`src/rtl/rotary_encoder_with_button_macros.svh`:
```
// Assertion macros shared by the rotary encoder RTL.
`ifndef ROTARY_ENCODER_WITH_BUTTON_MACROS_SVH
`define ROTARY_ENCODER_WITH_BUTTON_MACROS_SVH

// Same-cycle implication, checked on every rising clock edge outside reset.
`define RE_ASSERT_NOW(label, ante, cons) \
	label: assert property (@(posedge clk) disable iff (!arst_n) (ante) |-> (cons)) \
		else $error("rotary encoder: same-cycle check failed");

// Next-cycle implication, checked on every rising clock edge outside reset.
`define RE_ASSERT_NEXT(label, ante, cons) \
	label: assert property (@(posedge clk) disable iff (!arst_n) (ante) |=> (cons)) \
		else $error("rotary encoder: next-cycle check failed");

`endif

```
`src/rtl/rotenc_pkg.sv`:
```
// Types and constants shared by the rotary encoder with push button.
`timescale 1ns / 1ps

package rotenc_pkg;

	// Configuration port
	localparam int CFG_INDEX_W = 3;
	localparam int CFG_DATA_W  = 32;

	localparam logic [CFG_INDEX_W-1:0] REG_LONG_PRESS_TICKS = 3'd0;
	localparam logic [CFG_INDEX_W-1:0] REG_STEP_RELEASED    = 3'd1;
	localparam logic [CFG_INDEX_W-1:0] REG_STEP_HELD        = 3'd2;
	localparam logic [CFG_INDEX_W-1:0] REG_MIN_RELEASED     = 3'd3;
	localparam logic [CFG_INDEX_W-1:0] REG_MAX_RELEASED     = 3'd4;
	localparam logic [CFG_INDEX_W-1:0] REG_MIN_HELD         = 3'd5;
	localparam logic [CFG_INDEX_W-1:0] REG_MAX_HELD         = 3'd6;

	// Register widths and reset values
	localparam int TICKS_W = 16;
	localparam int STEP_W  = 15;
	localparam int LIMIT_W = 32;

	localparam logic [TICKS_W-1:0]        LONG_PRESS_RESET = 16'd800;
	localparam logic [STEP_W-1:0]         STEP_RESET       = 15'd1;
	localparam logic signed [LIMIT_W-1:0] LIMIT_MIN_RESET  = 32'sh8000_0000;
	localparam logic signed [LIMIT_W-1:0] LIMIT_MAX_RESET  = 32'sh7FFF_FFFF;

	// Request kinds
	localparam logic MODE_TICK = 1'b0;
	localparam logic MODE_EDGE = 1'b1;

	// Event codes
	localparam logic [1:0] EV_NONE  = 2'd0;
	localparam logic [1:0] EV_CLICK = 2'd1;
	localparam logic [1:0] EV_LONG  = 2'd2;

	// Button state machine
	typedef enum logic [1:0] {
		ST_IDLE     = 2'd0,
		ST_PRESSING = 2'd1,
		ST_LONG     = 2'd2,
		ST_ROTATED  = 2'd3
	} btn_state_t;

	// Input request
	typedef struct packed {
		logic mode;
		logic button_down;
		logic dir_cw;
	} in_item_t;

	// Result
	typedef struct packed {
		logic [1:0]                event_res;
		logic signed [LIMIT_W-1:0] count_released_out;
		logic signed [LIMIT_W-1:0] count_held_out;
		logic [1:0]                button_state_out;
	} out_item_t;

endpackage

```
`src/rtl/rotary_encoder_with_button.sv`:
```
// Top level of the rotary encoder with push button: click, long press and two counters.
`timescale 1ns / 1ps
`include "rotary_encoder_with_button_macros.svh"

// Takes one request per cycle: a 1 ms tick (button level) or a channel-A rotation
// edge (button level and direction). Every request gives exactly one result: it is
// held in the input register, then the button state machine and one shared
// saturating/clamping counter update write the state registers and the result
// register in the same edge. Sustained rate is one request per clock; a stall on the
// result side holds the result register and then the input register. The result
// carries the event of this request (none, click or long press, as a one-result
// pulse), both counters after the request (low 32 bits) and the button state. The
// user must write registers through cfg_we/cfg_index/cfg_wdata only while no request
// is in flight; the block does not enforce this. Unknown indexes are ignored.
module rotary_encoder_with_button import rotenc_pkg::*; #(
	parameter int COUNT_WIDTH = 32
) (
	input  logic                   clk,
	input  logic                   arst_n,
	input  logic                   item_valid,
	output logic                   item_stall,
	input  in_item_t               item,
	output logic                   result_valid,
	input  logic                   result_stall,
	output out_item_t              result,
	input  logic                   cfg_we,
	input  logic [CFG_INDEX_W-1:0] cfg_index,
	input  logic [CFG_DATA_W-1:0]  cfg_wdata
);

	localparam int SW = (COUNT_WIDTH > LIMIT_W) ? COUNT_WIDTH : LIMIT_W;

	// Configuration registers
	logic [TICKS_W-1:0]        long_press_ticks_q;
	logic [STEP_W-1:0]         step_released_q;
	logic [STEP_W-1:0]         step_held_q;
	logic signed [LIMIT_W-1:0] min_released_q;
	logic signed [LIMIT_W-1:0] max_released_q;
	logic signed [LIMIT_W-1:0] min_held_q;
	logic signed [LIMIT_W-1:0] max_held_q;

	// Pipeline
	logic      item_valid_s1;
	in_item_t  item_s1;
	logic      result_valid_s2;
	out_item_t result_s2;
	logic      item_take;
	logic      advance;

	// Block state
	btn_state_t           button_state_q;
	btn_state_t           button_state_d;
	logic [TICKS_W-1:0]   press_ticks_q;
	logic [TICKS_W-1:0]   press_ticks_d;
	logic [TICKS_W-1:0]   press_inc;
	logic                 long_hit;
	logic                 rotated_q;
	logic                 rotated_d;
	logic [1:0]           event_d;
	logic signed [SW-1:0] count_released_q;
	logic signed [SW-1:0] count_held_q;
	logic signed [SW-1:0] count_released_d;
	logic signed [SW-1:0] count_held_d;

	// Shared counter update
	logic                      edge_req;
	logic                      sel_held;
	logic signed [SW-1:0]      count_sel;
	logic [STEP_W-1:0]         step_sel;
	logic signed [LIMIT_W-1:0] lo_sel;
	logic signed [LIMIT_W-1:0] hi_sel;
	logic signed [SW-1:0]      count_moved;
	logic                      upd_held;
	logic                      upd_released;

	// Configuration writes
	always_ff @(posedge clk or negedge arst_n) begin
		if (!arst_n) begin
			long_press_ticks_q <= LONG_PRESS_RESET;
			step_released_q    <= STEP_RESET;
			step_held_q        <= STEP_RESET;
			min_released_q     <= LIMIT_MIN_RESET;
			max_released_q     <= LIMIT_MAX_RESET;
			min_held_q         <= LIMIT_MIN_RESET;
			max_held_q         <= LIMIT_MAX_RESET;
		end else if (cfg_we) begin
			case (cfg_index)
				REG_LONG_PRESS_TICKS: long_press_ticks_q <= cfg_wdata[TICKS_W-1:0];
				REG_STEP_RELEASED:    step_released_q    <= cfg_wdata[STEP_W-1:0];
				REG_STEP_HELD:        step_held_q        <= cfg_wdata[STEP_W-1:0];
				REG_MIN_RELEASED:     min_released_q     <= cfg_wdata[LIMIT_W-1:0];
				REG_MAX_RELEASED:     max_released_q     <= cfg_wdata[LIMIT_W-1:0];
				REG_MIN_HELD:         min_held_q         <= cfg_wdata[LIMIT_W-1:0];
				REG_MAX_HELD:         max_held_q         <= cfg_wdata[LIMIT_W-1:0];
				default: ;
			endcase
		end
	end

	// Handshake: stage 1 moves on whenever the result register is free or draining
	assign advance    = item_valid_s1 && (!result_valid_s2 || !result_stall);
	assign item_stall = item_valid_s1 && !advance;
	assign item_take  = item_valid && !item_stall;

	// Input register
	always_ff @(posedge clk or negedge arst_n) begin
		if (!arst_n) begin
			item_valid_s1 <= 1'b0;
		end else if (item_take) begin
			item_valid_s1 <= 1'b1;
		end else if (advance) begin
			item_valid_s1 <= 1'b0;
		end
	end

	always_ff @(posedge clk) begin
		if (item_take) begin
			item_s1 <= item;
		end
	end

	// Press counter helpers
	assign edge_req  = (item_s1.mode == MODE_EDGE);
	assign press_inc = (press_ticks_q == {TICKS_W{1'b1}}) ? press_ticks_q
		: press_ticks_q + TICKS_W'(1);
	assign long_hit  = (press_inc >= long_press_ticks_q);

	// Button state machine: next state
	always_comb begin
		button_state_d = button_state_q;
		press_ticks_d  = press_ticks_q;
		rotated_d      = rotated_q;
		if (edge_req) begin
			if (item_s1.button_down) begin
				rotated_d      = 1'b1;
				button_state_d = ST_ROTATED;
			end
		end else begin
			unique case (button_state_q)
				ST_IDLE: begin
					if (item_s1.button_down) begin
						button_state_d = ST_PRESSING;
						press_ticks_d  = '0;
						rotated_d      = 1'b0;
					end
				end
				ST_PRESSING: begin
					if (!item_s1.button_down) begin
						button_state_d = ST_IDLE;
					end else begin
						press_ticks_d = press_inc;
						if (long_hit) begin
							button_state_d = ST_LONG;
						end
					end
				end
				ST_LONG, ST_ROTATED: begin
					if (!item_s1.button_down) begin
						button_state_d = ST_IDLE;
					end
				end
			endcase
		end
	end

	// Button state machine: event output
	always_comb begin
		event_d = EV_NONE;
		if (!edge_req && button_state_q == ST_PRESSING) begin
			if (!item_s1.button_down) begin
				if (!rotated_q) begin
					event_d = EV_CLICK;
				end
			end else if (long_hit) begin
				event_d = EV_LONG;
			end
		end
	end

	// One counter moves per edge request; the button level picks which
	assign sel_held     = item_s1.button_down;
	assign count_sel    = sel_held ? count_held_q : count_released_q;
	assign step_sel     = sel_held ? step_held_q : step_released_q;
	assign lo_sel       = sel_held ? min_held_q : min_released_q;
	assign hi_sel       = sel_held ? max_held_q : max_released_q;
	assign upd_held     = advance && edge_req && sel_held;
	assign upd_released = advance && edge_req && !sel_held;

	rotenc_move #(
		.COUNT_WIDTH(COUNT_WIDTH)
	) u_move (
		.count      (count_sel),
		.step       (step_sel),
		.up         (item_s1.dir_cw),
		.lo         (lo_sel),
		.hi         (hi_sel),
		.count_next (count_moved)
	);

	assign count_held_d     = upd_held ? count_moved : count_held_q;
	assign count_released_d = upd_released ? count_moved : count_released_q;

	// State registers
	always_ff @(posedge clk or negedge arst_n) begin
		if (!arst_n) begin
			button_state_q   <= ST_IDLE;
			press_ticks_q    <= '0;
			rotated_q        <= 1'b0;
			count_released_q <= '0;
			count_held_q     <= '0;
		end else if (advance) begin
			button_state_q   <= button_state_d;
			press_ticks_q    <= press_ticks_d;
			rotated_q        <= rotated_d;
			count_released_q <= count_released_d;
			count_held_q     <= count_held_d;
		end
	end

	// Result register
	always_ff @(posedge clk or negedge arst_n) begin
		if (!arst_n) begin
			result_valid_s2 <= 1'b0;
		end else if (advance) begin
			result_valid_s2 <= 1'b1;
		end else if (!result_stall) begin
			result_valid_s2 <= 1'b0;
		end
	end

	always_ff @(posedge clk) begin
		if (advance) begin
			result_s2.event_res          <= event_d;
			result_s2.count_released_out <= count_released_d[LIMIT_W-1:0];
			result_s2.count_held_out     <= count_held_d[LIMIT_W-1:0];
			result_s2.button_state_out   <= button_state_d;
		end
	end

	assign result_valid = result_valid_s2;
	assign result       = result_s2;

	// Checks
	`RE_ASSERT_NEXT(a_long_enters_long, advance && event_d == EV_LONG, button_state_q == ST_LONG)
	`RE_ASSERT_NOW(a_click_not_rotated, advance && event_d == EV_CLICK, !rotated_q && button_state_q == ST_PRESSING)
	`RE_ASSERT_NEXT(a_held_count_quiet, !upd_held, $stable(count_held_q))
	`RE_ASSERT_NEXT(a_released_count_quiet, !upd_released, $stable(count_released_q))
	`RE_ASSERT_NOW(a_stall_when_busy, item_stall, item_valid_s1 && result_valid_s2 && result_stall)

endmodule

```
`src/rtl/rotenc_move.sv`:
```
// Saturating step of one position counter followed by its max and min clamps.
`timescale 1ns / 1ps

module rotenc_move import rotenc_pkg::*; #(
	parameter int COUNT_WIDTH = 32
) (
	input  logic signed [((COUNT_WIDTH > LIMIT_W) ? COUNT_WIDTH : LIMIT_W)-1:0] count,
	input  logic [STEP_W-1:0]                                                step,
	input  logic                                                             up,
	input  logic signed [LIMIT_W-1:0]                                        lo,
	input  logic signed [LIMIT_W-1:0]                                        hi,
	output logic signed [((COUNT_WIDTH > LIMIT_W) ? COUNT_WIDTH : LIMIT_W)-1:0] count_next
);

	// Storage width covers both the counter range and any clamp value;
	// two guard bits keep the add/subtract exact.
	localparam int SW = (COUNT_WIDTH > LIMIT_W) ? COUNT_WIDTH : LIMIT_W;
	localparam int AW = SW + 2;

	localparam logic signed [AW-1:0] CntMax =
		{{(AW-COUNT_WIDTH+1){1'b0}}, {(COUNT_WIDTH-1){1'b1}}};
	localparam logic signed [AW-1:0] CntMin = ~CntMax;

	logic signed [AW-1:0] count_ext;
	logic signed [AW-1:0] step_ext;
	logic signed [AW-1:0] lo_ext;
	logic signed [AW-1:0] hi_ext;
	logic signed [AW-1:0] sum;
	logic signed [AW-1:0] sat;
	logic signed [AW-1:0] capped;
	logic signed [AW-1:0] clamped;

	assign count_ext = {{2{count[SW-1]}}, count};
	assign step_ext  = {{(AW-STEP_W){1'b0}}, step};
	assign lo_ext    = {{(AW-LIMIT_W){lo[LIMIT_W-1]}}, lo};
	assign hi_ext    = {{(AW-LIMIT_W){hi[LIMIT_W-1]}}, hi};

	// Step, saturated at the counter's signed range
	always_comb begin
		if (up) begin
			sum = count_ext + step_ext;
			sat = (sum > CntMax) ? CntMax : sum;
		end else begin
			sum = count_ext - step_ext;
			sat = (sum < CntMin) ? CntMin : sum;
		end
	end

	// Max clamp first, then min: min wins when the limits cross
	assign capped  = (sat > hi_ext) ? hi_ext : sat;
	assign clamped = (capped < lo_ext) ? lo_ext : capped;

	assign count_next = clamped[SW-1:0];

endmodule

```
`config.mk`:
```
export PLATFORM = sky130hd
export DESIGN_NAME = rotary_encoder_with_button
export DESIGN_NICKNAME = d
export VERILOG_FILES = /design/src/rtl/rotenc_pkg.sv /design/src/rtl/rotary_encoder_with_button.sv /design/src/rtl/rotenc_move.sv
export VERILOG_INCLUDE_DIRS = /design/src /design/src/rtl
export SDC_FILE = /design/constraint.sdc
export NUM_CORES = 1
export LEC_CHECK = 0
export ABC_AREA = 1
export BUFFER_PORTS_ARGS = -buffer_cell sky130_fd_sc_hd__buf_2
export CAP_MARGIN = 20
export CORE_ASPECT_RATIO = 0.8
export CORE_MARGIN = 2
export CORE_UTILIZATION = 55
export DETAILED_ROUTE_END_ITERATION = 10
export GPL_TIMING_DRIVEN = 0
export PLACE_DENSITY_LB_ADDON = 0.2
export SYNTH_ARGS = -nofsm -noshare
export SYNTH_HDL_FRONTEND = slang
export SYNTH_HIERARCHICAL = 1
export SYNTH_SLANG_ARGS = --single-unit
```
`constraint.sdc`:
```
create_clock -name clk -period 10.8 [get_ports clk]
set_input_delay 0 -clock clk [delete_from_list [all_inputs] [get_ports clk]]
set_output_delay 0 -clock clk [all_outputs]
set_load 0.02 [all_outputs]
```
==> out/results.ini <==
[outcome]
status=finished clean

[floorplan]
io-pin-count=113
die_y_um=177
initial_core_util=0.555
dieArea_um2=38800
rows=63
core_um2=36900
die-width_um=220

[pwr]
p_clk_frac=0.171
p_int_mw=3.61
switching_share=0.490
p_switching_mw=3.47
p_leak_nw=11.8
comb_power_share=0.574
ir_worst_vdd_mv=0.180
pwr_density_cell_nw_per_um2=303
seqPwrFrac=0.255

[yosys]
synth_area_um2=20500
ys_ff_latch=330
avgSynthCellArea_um2=7.40
synthTopCellsByCount=980 x nand2_1, 346 x o21ai_0, 301 x inv_1
synth_adder_area_share=0.0710
yosysTopAreaCellShare=0.232
synth.largest_area_cell=dfrtp_1
synth-edff-count=71
async_reset_ff_frac=0.785
yosysSeqAreaShare=0.425
synth-simple-area-share=0.272
synth.net_count=2922
synth_compound_area_frac=0.128
ys_top_cells_by_area=dfrtp_1 23%, nand2_1 18%, edfxtp_1 10%, dfstp_2 8.9%, o21ai_0 8.5%
post-synth-top-count-cell=nand2_1
yosys_warnings=6
synthXorXnorAreaFrac=0.0150
synthCells=2764
synth_flop_cell=dfrtp_1
ys_types=53
synth_top_family_by_area=simple AND/OR/NAND/NOR gates
yosys-mux-area-fraction=0

[clock_tree]
worstSkewPairLatency_ns=0.54
htreeDepth=2
cts_tree=done
numCtsBuffers=34
post_cts_buffers=0
root_buffer=clkbuf_16
cts_sinks=330
cts_buffer_depth=3
path_clk_slew_ns=0.06

[timing]
drv_slew=0
skew_ns=0.0194
setup_tns_ns=0
slew_headroom=0.326
fin_crit_sh=0.951
tightest_slew_ns=1.00
finalSetupViolations=0
fin_crit_ns=10.27
final_hold_viol_count=0
fmax_ghz=0.0974
setup_ws_ns=0.530
worst_hold_slack_ns=0.0278

[finish]
fill_cells=3289
syn2layout_area_growth_pct=14.3
nNetsFinal=3121
diodes=0
drive_gt1_frac=0.129
layoutNonFillerInstCount=3476

[place]
gp_congestion=1.03
port_buffers=112
dp_slack_ns=-0.156
dp_cells=3368
dp_hpwl_mm=50.0

[worst_setup_path]
cp.required_ns=11.05
cp_max_fo=10
slowest_stage=fa_1
reg2reg_to=result[35]$_DFFE_PP_
r2r_cells=53
timing.critical_path.to_type=flip-flop
reg2reg_from=sel_held$_DFFE_PP_
reg2reg_slack_ns=0.53
critPathLaunchType=flip-flop
critical_path_class=reg2reg
cpMostUsedCell=nand2_1
crit_arrival_ns=10.52
cp_slowest_stage_delay_ns=0.41

[routing]
drt_iter0_drc=2246
drc=0
via_per_inst=5.62
totalWireLength_mm=65.6
dr.pass1.iters=6
wire_per_inst_um=18.9
ant_nets=0
num_vias=19500

[global_route]
grt_pass1_vias=18400
grt_pass1_wl_mm=101
grt_max_degree=127
antenna_found_initial=1
grt_overflow_total=0
grtUsageTotal=0.341

[hold_path]
min_to=min_held_q[13]$_DFFE_PN0P_
hp-start=cfg_wdata[13]
hp-class=in2reg
hold_path_depth=3

[job]
cap_violations=0

placed cells by master (no fill, tap or decap), types with 71 or more instances in the layout:
cell      instances
nand3_1         139
a21oi_1          84
dfrtp_1         190
nand2_1         980
nor2_1          102
edfxtp_1         71
buf_2           149
o21ai_0         341
ha_1            113
inv_1           301
worst max-delay path by stage:
stage	from	to	slack, ns	depth (start not counted)
floorplan	sel_held$_DFFE_PP_	result[43]$_DFFE_PP_	2.98	51
global placement	sel_held$_DFFE_PP_	result[53]$_DFFE_PP_	-0.03	49
detailed placement	sel_held$_DFFE_PP_	result[51]$_DFFE_PP_	-0.16	52
CTS	sel_held$_DFFE_PP_	result[53]$_DFFE_PP_	0.002	52
global route	sel_held$_DFFE_PP_	result[13]$_DFFE_PP_	-0.05	53
finish	sel_held$_DFFE_PP_	result[35]$_DFFE_PP_	0.53	53
critical path: cells and delay by family (launching register included):
kind	cells	cell delay (ns)
DFF	1	0.32
and+or+nand+nor	31	4.72
adders and majority gates	5	1.63
buffers and inverters	11	2.20
AOI/OAI and AO/OA	6	1.03
per-stage QoR:
stage          power [mW]   util  area (µm²)
2_1_floorplan        4.44      -       20500
4_1_cts              6.95  0.633       23300
6_report             7.08  0.634       23400
5_1_grt              7.59  0.634       23400
3_3_place_gp         5.61  0.586       21600
3_5_place_dp         5.70  0.589       21700
timing repair:
action,CTS,global route
gates resized for setup,2,33
hold buffers,45,0
hold endpoints to repair,370,0
setup endpoints to repair,86,128
power groups by stage:
stage	combinational, mW	clock (mW)	sequential (mW)
after floorplan	2.56	0	1.88
after global placement	3.80	0	1.81
after detailed placement	3.89	0	1.82
after CTS	3.92	1.22	1.80
after global routing	4.49	1.27	1.84
final	4.07	1.21	1.80
final cells by class:
| cell class | count | area, µm² | area share |
|---|---|---|---|
| plain buffers | 125 | 604 | 0.0258 |
| flip-flops and latches | 330 | 8700 | 0.372 |
| well taps | 487 | 609 | 0.0261 |
| multi-input cells | 1980 | 9970 | 0.426 |
| clock buffers | 46 | 967 | 0.0414 |
| inverters | 329 | 1230 | 0.0528 |
| repair buffers | 163 | 1130 | 0.0481 |
| clock inverters | 16 | 179 | 0.00765 |
cell families (layout without fill, tap and decap cells):
kind of cell	count (synthesis)	after routing
AO/OA/AOI/OAI	495	495
XOR/XNOR	35	35
adder cells (fa/ha/maj)	115	115
buffers and inverters	454	679
flip-flops	330	330
AND/OR/NAND/NOR	1335	1335
flip-flops by register name (all words and copies together), names as in the netlist, 2 cells and up:
signal and cells:
result 68, count_held_q 32, count_released_q 32, max_held_q 32
max_released_q 32, min_held_q 32, min_released_q 32, long_press_ticks_q 16
press_ticks_q 16, step_held_q 15, step_released_q 15, button_state_q 2
layer usage:
layer | share of wire | routed length (µm) | GRT usage
met5 | 0 | 0 | 0
met3 | 0.087 | 5670 | 0.0655
met4 | 0.027 | 1770 | 0.0970
met2 | 0.44 | 28900 | 0.526
met1 | 0.45 | 29300 | 0.489
(Power assumes the default switching activity.)
